$ cat config.mk
export PLATFORM = sky130hd
export DESIGN_NAME = binary_to_decimal_ascii
export DESIGN_NICKNAME = d
export VERILOG_FILES = /design/src/hw/rtl/b2da_pkg.sv /design/src/hw/rtl/binary_to_decimal_ascii.sv /design/src/hw/rtl/b2da_dabble_stage.sv /design/src/hw/rtl/b2da_serializer.sv
export SDC_FILE = /design/constraint.sdc
export NUM_CORES = 1
export LEC_CHECK = 0
export BUFFER_PORTS_ARGS = -buffer_cell sky130_fd_sc_hd__buf_2
export CAP_MARGIN = 5
export CORE_MARGIN = 3
export CORE_UTILIZATION = 50
export CTS_BUF_LIST = sky130_fd_sc_hd__clkbuf_4 sky130_fd_sc_hd__clkbuf_8 sky130_fd_sc_hd__clkbuf_16
export DETAILED_ROUTE_END_ITERATION = 8
export GPL_TIMING_DRIVEN = 0
export PLACE_DENSITY = 0.78
export SYNTH_ARGS = -nofsm -noshare
export SYNTH_HDL_FRONTEND = slang
export SYNTH_SLANG_ARGS = --single-unit
$ cat constraint.sdc
create_clock -name clk_i -period 6.93 [get_ports clk_i]
set_clock_uncertainty 0.2 [all_clocks]
set_input_delay 0.693 -clock clk_i [delete_from_list [all_inputs] [get_ports clk_i]]
set_output_delay 0.693 -clock clk_i [all_outputs]
set_load 0.01 [all_outputs]
$ cat src/hw/rtl/b2da_pkg.sv
// Shared types and constants for the binary to decimal ASCII converter.
// No dependencies.
package b2da_pkg;

  // Double-dabble steps done by one pipeline stage.
  localparam int unsigned DABBLE_STEPS = 8;

  localparam logic [7:0] DIGIT_BASE = 8'h30;
  localparam logic [7:0] CHAR_LF    = 8'h0A;
  localparam logic [7:0] CHAR_CR    = 8'h0D;
  localparam logic [7:0] CHAR_NUL   = 8'h00;

  typedef enum logic [2:0] {
    SER_IDLE,
    SER_DIGIT,
    SER_LF,
    SER_CR,
    SER_NUL
  } ser_state_e;

endpackage

$ cat src/hw/rtl/binary_to_decimal_ascii.sv
// Top level of the unsigned binary to decimal ASCII converter.
// Depends on b2da_pkg, b2da_dabble_stage and b2da_serializer.
//
// A transaction is accepted on a rising edge with start_i high and busy_o low.
// The value goes through ceil(VALUE_BITS/8) double-dabble register stages
// (4 at the default width), then the serializer, which loads it once free
// and then puts the first byte on the output ports; each byte is taken at
// the edge that ends the cycle in which it is shown. A value with d decimal
// digits gives d + 3 bytes on consecutive cycles, marked by strobe_o: the
// digits most significant first with no leading zeros (zero gives one '0'),
// then LF, CR and NUL, with last_byte_o high on the NUL. The serializer
// emits one byte per cycle and so sets the sustained rate; bytes of
// back-to-back transactions follow with no gap. Transactions can enter on
// consecutive cycles until the stages fill up behind the serializer, after
// which busy_o holds the source off. The receiver cannot stall: each byte is
// valid for exactly the one cycle its strobe is high.
module binary_to_decimal_ascii import b2da_pkg::*; #(
  parameter int unsigned VALUE_BITS = 31
) (
  input  logic                  clk_i,
  input  logic                  rst_ni,
  input  logic                  start_i,
  input  logic [VALUE_BITS-1:0] value_i,
  output logic                  busy_o,
  output logic                  strobe_o,
  output logic [7:0]            text_byte_o,
  output logic                  last_byte_o
);

  // floor(VALUE_BITS * log10(2)) + 1 digits cover the largest value.
  localparam int unsigned NUM_DIGITS = ((VALUE_BITS * 1233) >> 12) + 1;
  localparam int unsigned NUM_STAGES = (VALUE_BITS + DABBLE_STEPS - 1) / DABBLE_STEPS;
  localparam int unsigned LAST_STEPS = VALUE_BITS - DABBLE_STEPS * (NUM_STAGES - 1);
  localparam int unsigned W          = NUM_DIGITS * 4 + VALUE_BITS;

  logic [NUM_STAGES-1:0] stage_valid;
  logic [NUM_STAGES:0]   stage_free;
  logic [W-1:0]          stage_data [NUM_STAGES];
  logic                  ser_ready;

  // A stage takes a new transaction when it is empty or its contents move on.
  assign stage_free[NUM_STAGES] = ser_ready;

  for (genvar k = 0; k < NUM_STAGES; k++) begin : g_stage
    localparam int unsigned STEPS = (k == NUM_STAGES - 1) ? LAST_STEPS : DABBLE_STEPS;

    logic         in_valid;
    logic [W-1:0] in_data;

    assign stage_free[k] = !stage_valid[k] || stage_free[k+1];

    if (k == 0) begin : g_head
      // Seed with an all-zero BCD field above the binary value.
      assign in_valid = start_i;
      assign in_data  = {{(NUM_DIGITS*4){1'b0}}, value_i};
    end else begin : g_body
      assign in_valid = stage_valid[k-1];
      assign in_data  = stage_data[k-1];
    end

    b2da_dabble_stage #(
      .VALUE_BITS (VALUE_BITS),
      .NUM_DIGITS (NUM_DIGITS),
      .STEPS      (STEPS)
    ) u_stage (
      .clk_i   (clk_i),
      .rst_ni  (rst_ni),
      .load_i  (stage_free[k]),
      .valid_i (in_valid),
      .data_i  (in_data),
      .valid_o (stage_valid[k]),
      .data_o  (stage_data[k])
    );
  end

  // Hold off the source while the first stage is full and stuck.
  assign busy_o = !stage_free[0];

  // After all steps the BCD digits sit in the upper part of the word.
  b2da_serializer #(
    .NUM_DIGITS (NUM_DIGITS)
  ) u_ser (
    .clk_i       (clk_i),
    .rst_ni      (rst_ni),
    .valid_i     (stage_valid[NUM_STAGES-1]),
    .bcd_i       (stage_data[NUM_STAGES-1][W-1 -: NUM_DIGITS*4]),
    .ready_o     (ser_ready),
    .strobe_o    (strobe_o),
    .text_byte_o (text_byte_o),
    .last_byte_o (last_byte_o)
  );

endmodule

$ cat src/hw/rtl/b2da_dabble_stage.sv
// One register stage of the double-dabble binary to BCD pipeline.
// Depends on b2da_pkg for the default number of steps per stage.
module b2da_dabble_stage import b2da_pkg::*; #(
  parameter int unsigned VALUE_BITS = 31,
  parameter int unsigned NUM_DIGITS = 10,
  parameter int unsigned STEPS      = DABBLE_STEPS
) (
  input  logic                                 clk_i,
  input  logic                                 rst_ni,
  input  logic                                 load_i,
  input  logic                                 valid_i,
  input  logic [NUM_DIGITS*4+VALUE_BITS-1:0]   data_i,
  output logic                                 valid_o,
  output logic [NUM_DIGITS*4+VALUE_BITS-1:0]   data_o
);

  localparam int unsigned W = NUM_DIGITS * 4 + VALUE_BITS;

  logic         valid_q;
  logic [W-1:0] data_q;
  logic [W-1:0] data_d;

  // Correct every BCD digit of five or more, then shift one binary bit in.
  function automatic logic [W-1:0] dabble(input logic [W-1:0] x);
    logic [W-1:0] y;
    y = x;
    for (int d = 0; d < NUM_DIGITS; d++) begin
      if (y[VALUE_BITS+4*d +: 4] >= 4'd5) begin
        y[VALUE_BITS+4*d +: 4] = y[VALUE_BITS+4*d +: 4] + 4'd3;
      end
    end
    return {y[W-2:0], 1'b0};
  endfunction

  always_comb begin
    data_d = data_i;
    for (int s = 0; s < STEPS; s++) begin
      data_d = dabble(data_d);
    end
  end

  always_ff @(posedge clk_i or negedge rst_ni) begin
    if (!rst_ni) begin
      valid_q <= 1'b0;
    end else if (load_i) begin
      valid_q <= valid_i;
    end
  end

  always_ff @(posedge clk_i) begin
    if (load_i && valid_i) begin
      data_q <= data_d;
    end
  end

  assign valid_o = valid_q;
  assign data_o  = data_q;

endmodule

$ cat src/hw/rtl/b2da_serializer.sv
// Byte serializer: emits the BCD digits without leading zeros, then LF, CR, NUL.
// Depends on b2da_pkg for the state type and character constants.
module b2da_serializer import b2da_pkg::*; #(
  parameter int unsigned NUM_DIGITS = 10
) (
  input  logic                    clk_i,
  input  logic                    rst_ni,
  input  logic                    valid_i,
  input  logic [NUM_DIGITS*4-1:0] bcd_i,
  output logic                    ready_o,
  output logic                    strobe_o,
  output logic [7:0]              text_byte_o,
  output logic                    last_byte_o
);

  localparam int unsigned IDX_W = $clog2(NUM_DIGITS);

  ser_state_e       state_q, state_d;
  logic [IDX_W-1:0] idx_q, idx_d;
  logic [IDX_W-1:0] msd;
  logic [3:0]       digits_q [NUM_DIGITS];
  logic [3:0]       digit;
  logic             load;

  assign ready_o = (state_q == SER_IDLE) || (state_q == SER_NUL);
  assign load    = valid_i && ready_o;

  // Highest nonzero digit; zero reads as a single digit.
  always_comb begin
    msd = '0;
    for (int d = 0; d < NUM_DIGITS; d++) begin
      if (bcd_i[4*d +: 4] != 4'd0) begin
        msd = IDX_W'(d);
      end
    end
  end

  always_comb begin
    state_d = state_q;
    case (state_q)
      SER_IDLE:  if (load) state_d = SER_DIGIT;
      SER_DIGIT: if (idx_q == '0) state_d = SER_LF;
      SER_LF:    state_d = SER_CR;
      SER_CR:    state_d = SER_NUL;
      SER_NUL:   state_d = load ? SER_DIGIT : SER_IDLE;
      default:   state_d = SER_IDLE;
    endcase
  end

  always_comb begin
    if (load) begin
      idx_d = msd;
    end else if (state_q == SER_DIGIT) begin
      idx_d = idx_q - 1'b1;
    end else begin
      idx_d = idx_q;
    end
  end

  assign digit = digits_q[idx_q];

  always_comb begin
    strobe_o    = 1'b1;
    text_byte_o = CHAR_NUL;
    last_byte_o = 1'b0;
    case (state_q)
      SER_DIGIT: text_byte_o = DIGIT_BASE + {4'h0, digit};
      SER_LF:    text_byte_o = CHAR_LF;
      SER_CR:    text_byte_o = CHAR_CR;
      SER_NUL:   last_byte_o = 1'b1;
      default:   strobe_o    = 1'b0;
    endcase
  end

  always_ff @(posedge clk_i or negedge rst_ni) begin
    if (!rst_ni) begin
      state_q <= SER_IDLE;
      idx_q   <= '0;
    end else begin
      state_q <= state_d;
      idx_q   <= idx_d;
    end
  end

  always_ff @(posedge clk_i) begin
    if (load) begin
      for (int d = 0; d < NUM_DIGITS; d++) begin
        digits_q[d] <= bcd_i[4*d +: 4];
      end
    end
  end

endmodule

==> flow_summary.ini, run 1 <==
[worst_setup_path]
cp_top_family = compound AO/OA/AOI/OAI gates
worstPathArrival_ps = 6860
end_kind = flop
path_buf_inv = 3
cp-start-kind = flop
crit_path_max_fanout = 7
path_class = reg -> reg
worstPathRequired_ps = 6960
max_stage_delay_ps = 400
critPathSlowestCell = edfxtp_1

[status]
status = finished, final reports clean

[global_routing]
grt_pass1_wl_um = 82600
gr-total-overflow = 0
grt_pass1_vias = 19596
antenna_found_initial = 0
track_usage_pct = 18.9
grt_max_degree = 45

[hold_path]
hold_class = in -> reg

[route]
avgViaCountPerCell = 5.92
wire_per_inst_um = 14.8
top_layer_used = met4
antenna_left = 0
drc = 0
drtIter0Drc = 1062
wl_um = 52000
dr_total_vias = 20811
met3_length_um = 1450
wl_met1_um = 22000
dr_wl_met2_um = 27700
first_pass_iters = 5

[floorplanning]
io_pins = 45
die_h_um = 221
dieArea_um2 = 48800
dieWidth_um = 221
initial_core_util_pct = 50.8
core_region_area_um2 = 45500
rows = 78

[placement]
dpl.hpwl_um = 35900
routabilityCongestion = 0.873
port_buffers = 42
dpl_cell_area_um2 = 24200

[synthesis]
synthDistinctLibCells = 113
synth.yosys.seq_area_share_pct = 25.5
synthCells = 2716
syn_avg_cell_area_um2 = 8.50
ys.flop_type = edfxtp_1
synth_warnings = 0
synth_async_sr_flop_share_pct = 5.56
synth_edf_count = 187
synth-seq-cells = 198
netlist_area_um2 = 23100

[final_layout]
layout.nets = 3143
n_antenna_cell = 0
layout-drive-gt1-share_pct = 23.7
fin_area_um2 = 27300
synthToLayoutAreaGrowth_pct = 18.3

[sta]
hold_viol = 0
rsz0062_at_grt = yes
slew_headroom_pct = 26.4
setup_viol = 0
tightest_slew_ps = 1090
timing.hold.ws_ps = 173
maxSlewViolCount = 0
post-route-min-period_ps = 6830
tns_ps = 0
finalCritPeriodShare_pct = 98.6
fmax_mhz = 146

[cts]
clock_sinks = 198
ctsHtreeMaxLevel = 4
tritoncts = built
cts.clk_slew.worst_paths_ps = 90
worstSkewPairLatency_ps = 480
cts_buffer_depth = 2
numCtsBuffers = 17
root_buffer = clkbuf_16

[flow_run]
maxCapViolations = 0
==> stage by stage <==
step	worst slack (ps)	std cells	utilization, %
after floorplan	11.1	2717	-
after global placement	-602	3359	53.0
after detailed placement	-831	3362	53.1
after CTS	-5.78	3417	55.7
after global routing	-296	3517	60.1
final	96.8	3517	60.1
==> placed cells by master, fill, tap and decap left out, drive strengths merged, types with 15 or more instances in the layout <==
cell type	instances
mux2	73
inv	249
nor2b	55
nand2b	81
a21boi	23
o211ai	37
and2	40
nor3	47
nand2	187
a211oi	30
nor3b	24
a21oi	223
o31ai	15
buf	187
o21ai	186
nand3	61
nor4	17
o22ai	27
clkbuf	57
a31oi	34
and3	16
nor2	201
mux2i	149
o21a	40
xnor2	115
or2	24
or3	17
edfxtp	187
a21o	35
o21bai	20
ha	205
==> cell families (layout without fill, tap and decap cells) <==
family | count (synthesis) | in the layout | synth area share [%]
compound gates | 848 | 849 | 24.8
xor+xnor | 128 | 128 | 5.07
fa+ha+maj | 207 | 207 | 11.2
buf+inv | 304 | 503 | 5.08
flops | 198 | 198 | 25.5
mux | 230 | 230 | 11.0
other cells | 1 | 2 | 0.0162
simple gates | 800 | 800 | 17.4
==> area by class of cell <==
class	instances	area, um2
Buffer	58	260
Clock buffer	17	425
Clock inverter	15	178
Fill cell	3585	18200
Inverter	243	917
Multi-Input combinational cell	2216	17700
Sequential cell	198	5890
Tap cell	600	751
Timing Repair Buffer	170	1210
==> synthesized netlist by cell type (all sizes together) (30+ instances only) <==
master  number  share of area (%)
nand3       61                1.3
nor2       201                3.3
nor3        47                1.1
edfxtp     187                 24
ha         205                 11
a21o        35                1.1
clkbuf      40               0.65
a211oi      30                1.0
a31oi       34               0.92
and2        40                1.1
nand2b      81                2.2
inv        242                3.9
mux2        73                3.6
o211ai      37                1.3
mux2i      149                6.6
a21oi      223                4.9
nand2      187                3.0
nor2b       55                1.5
o21ai      186                4.0
xnor2      115                4.6
o21a        40                1.3
==> per-layer routing <==
layer	track usage [%]	up-vias
li1	-	10411
met1	21.9	9947
met2	35.8	386
met3	2.64	67
met4	5.73	0
met5	0	-
==> state kept, by name, summed over array words and instances (netlist names) <==
name,flops
u_ser.state_q,3
u_ser.digits_q,40
u_ser.idx_q,4
g_stage.u_stage.valid_o,4
g_stage.u_stage.data_o,147
==> worst register-to-register path, delay by kind of cell (launching register included) <==
| kind | cells | cell delay [ps] |
|---|---|---|
| adder cells (fa/ha/maj) | 5 | 1550 |
| buffers and inverters | 3 | 290 |
| flip-flops | 1 | 400 |
| XOR/XNOR | 2 | 350 |
| AO/OA/AOI/OAI | 16 | 3330 |
| AND/OR/NAND/NOR | 3 | 460 |
==> worst paths after layout <==
path / slack (ps) / end / from / cells after the start
worst max-delay path: 100 / g_stage[1].u_stage.data_o[39] / g_stage[0].u_stage.data_o[36] / 29
worst min register to register: 220 / g_stage[2].u_stage.data_o[30] / g_stage[1].u_stage.data_o[22] / 0
worst min-delay path: 170 / g_stage[0].u_stage.data_o[11] / value_i[3] / 1
max in group asynchronous: 5900 / u_ser.idx_q[0] / rst_ni / 2
worst max register to register: 100 / g_stage[1].u_stage.data_o[39] / g_stage[0].u_stage.data_o[36] / 29
min in group asynchronous: 410 / u_ser.state_q[1] / rst_ni / 2
==> timing repair <==
item	in CTS	in global routing
gates cloned	0	1
setup buffers	24	100
endpoints found under the hold margin	11	0
hold buffers	1	0
pin swaps	18	96
gates resized for setup	86	297
endpoints found under the setup margin	74	79
Power of run 1 is not shown: default switching activity piles up to over one toggle a cycle in this logic, so the estimate is an artifact.
==> run 2: changes to the inputs <==
--- a/config.mk
+++ b/config.mk
@@ -5,12 +5,12 @@
 export SDC_FILE = /design/constraint.sdc
 export NUM_CORES = 1
 export LEC_CHECK = 0
-export BUFFER_PORTS_ARGS = -buffer_cell sky130_fd_sc_hd__buf_2
 export CAP_MARGIN = 5
 export CORE_MARGIN = 3
 export CORE_UTILIZATION = 50
 export CTS_BUF_LIST = sky130_fd_sc_hd__clkbuf_4 sky130_fd_sc_hd__clkbuf_8 sky130_fd_sc_hd__clkbuf_16
 export DETAILED_ROUTE_END_ITERATION = 8
+export DONT_BUFFER_PORTS = 1
 export GPL_TIMING_DRIVEN = 0
 export PLACE_DENSITY = 0.78
 export SYNTH_ARGS = -nofsm -noshare
==> flow_summary.ini, run 2 (synthesized netlist as in run 1, its figures left out) <==
[status]
status = finished, final reports clean

[worst_setup_path]
critPathSlowestCell = or4_4
end_kind = flop
reg2reg_from = g_stage[0].u_stage.data_o[32]
crit_path_max_fanout = 9
path_buf_inv = 4
rr_worst_depth = 30
worstPathArrival_ps = 6870
worstPathRequired_ps = 6940
path_class = reg -> reg
cp-start-kind = flop
r2r-end = g_stage[1].u_stage.data_o[36]
max_stage_delay_ps = 520
regToRegSetupSlack_ps = 70
cp_top_family = compound AO/OA/AOI/OAI gates

[placement]
port_buffers = 0
dpl.hpwl_um = 36400
routabilityCongestion = 0.837
dpl_cell_area_um2 = 24000

[hold_path]
hold_class = in -> reg
hold_depth = 0
whs_endpoint = g_stage[0].u_stage.data_o[13]
min-delay-start = value_i[5]

[floorplanning]
core_region_area_um2 = 45500
io_pins = 45
rows = 78
dieWidth_um = 221
initial_core_util_pct = 50.8
die_h_um = 221
dieArea_um2 = 48800

[sta]
setup_viol = 0
finalCritPeriodShare_pct = 99.0
tightest_slew_ps = 1130
maxSlewViolCount = 0
slew_headroom_pct = 22.4
fmax_mhz = 146
post-route-min-period_ps = 6860
hold_viol = 0

[cts]
worstSkewPairLatency_ps = 510
cts.clk_slew.worst_paths_ps = 90
cts_buffer_depth = 2
numCtsBuffers = 17
root_buffer = clkbuf_16
clock_sinks = 198
tritoncts = built
ctsHtreeMaxLevel = 4

[global_routing]
grt_pass1_wl_um = 83800
grt_max_degree = 41
met2_usage_pct = 36.8
track_usage_pct = 19.4
gr-usage-met1_pct = 22.1
global_route.peak_usage_layer = met2
gr-total-overflow = 0
grt_use_met3_pct = 3.12
antenna_found_initial = 0
grt_pass1_vias = 19394

[route]
wl_um = 54200
avgViaCountPerCell = 6.04
drtIter0Drc = 1385
dr_total_vias = 21185
first_pass_iters = 6
drc = 0
antenna_left = 0
wire_per_inst_um = 15.5

[final_layout]
regArea_um2 = 5890
n_antenna_cell = 0
fillers = 3552
fin_area_um2 = 27500
largest_reg_flops = 147
synthToLayoutAreaGrowth_pct = 19.1
layout.nets = 3133
layout-drive-gt1-share_pct = 24.1
layout_commonest_cell = inv_1
multiInputGateArea_um2 = 17700
final_cell_mix = inv_1 (216), nor2_1 (195), edfxtp_1 (187)

[flow_run]
maxCapViolations = 0
[run 2: cell count changes in the layout (fill, tap and decap cells not counted), moves of 4 or more]
cell     before  now
buf_2        55   12
buf_4       128  159
ha_1        167  160
a21oi_2      39   45
ha_2         31   36
a21oi_1     178  174
nor2b_1      42   38
nor2b_2       9   13
[run 2: cell type report]
type | count | area share [%]
Buffer | 58 | 0.987
Inverter | 243 | 3.34
Timing Repair Buffer | 161 | 4.61
Multi-Input combinational cell | 2215 | 64.5
Clock buffer | 17 | 1.55
Sequential cell | 198 | 21.4
Tap cell | 600 | 2.73
Clock inverter | 15 | 0.883
[run 2: routing by layer]
metal	up-vias	part of all wire (%)
met3	121	3.5
met5	-	0
met2	539	54
met4	0	2.1
met1	10155	40
li1	10370	-
[run 2: timing repair]
action | in CTS | in global routing
endpoints found under the setup margin | 68 | 80
setup buffers | 31 | 125
pin swaps | 23 | 99
gates resized for setup | 102 | 312
endpoints found under the hold margin | 11 | 0
hold buffers | 1 | 0
[run 2: how the worst max path moves through the flow]
| stage | to | slack, ps | cells after the start | start |
|---|---|---|---|---|
| global route | g_stage[3].u_stage.data_o[41] | -210 | 32 | g_stage[2].u_stage.data_o[32] |
| detailed placement | g_stage[1].u_stage.data_o[39] | -910 | 38 | g_stage[0].u_stage.data_o[31] |
| global placement | g_stage[1].u_stage.data_o[39] | -600 | 33 | g_stage[0].u_stage.data_o[31] |
| floorplan | g_stage[1].u_stage.data_o[39] | 10 | 38 | g_stage[0].u_stage.data_o[31] |
| CTS | g_stage[1].u_stage.data_o[39] | -20 | 38 | g_stage[0].u_stage.data_o[31] |
| finish | g_stage[1].u_stage.data_o[36] | 70 | 30 | g_stage[0].u_stage.data_o[32] |
[run 2: stage by stage]
step           utilization, %  std cells  hold WS [ps]  setup slack, ps  setup TNS, ps
3_3_place_gp             52.5       3317           198             -602          -7340
6_report                 60.5       3507          76.5             68.0              0
5_1_grt                  60.5       3507          49.8             -207          -4650
4_1_cts                  55.6       3383          37.6            -15.7          -15.7
2_1_floorplan               -       2717           197             11.1              0
3_5_place_dp             52.7       3321           198             -915         -26740
[run 2: worst register-to-register path, delay by kind of cell (launching register included)]
| kind | cells | cell delay [ps] |
|---|---|---|
| compound gates | 14 | 2580 |
| fa+ha+maj | 5 | 1160 |
| simple gates | 5 | 1130 |
| buf+inv | 4 | 480 |
| flops | 1 | 450 |
| mux | 1 | 310 |
| xor+xnor | 1 | 270 |
Power of run 2 is left out for the same reason.
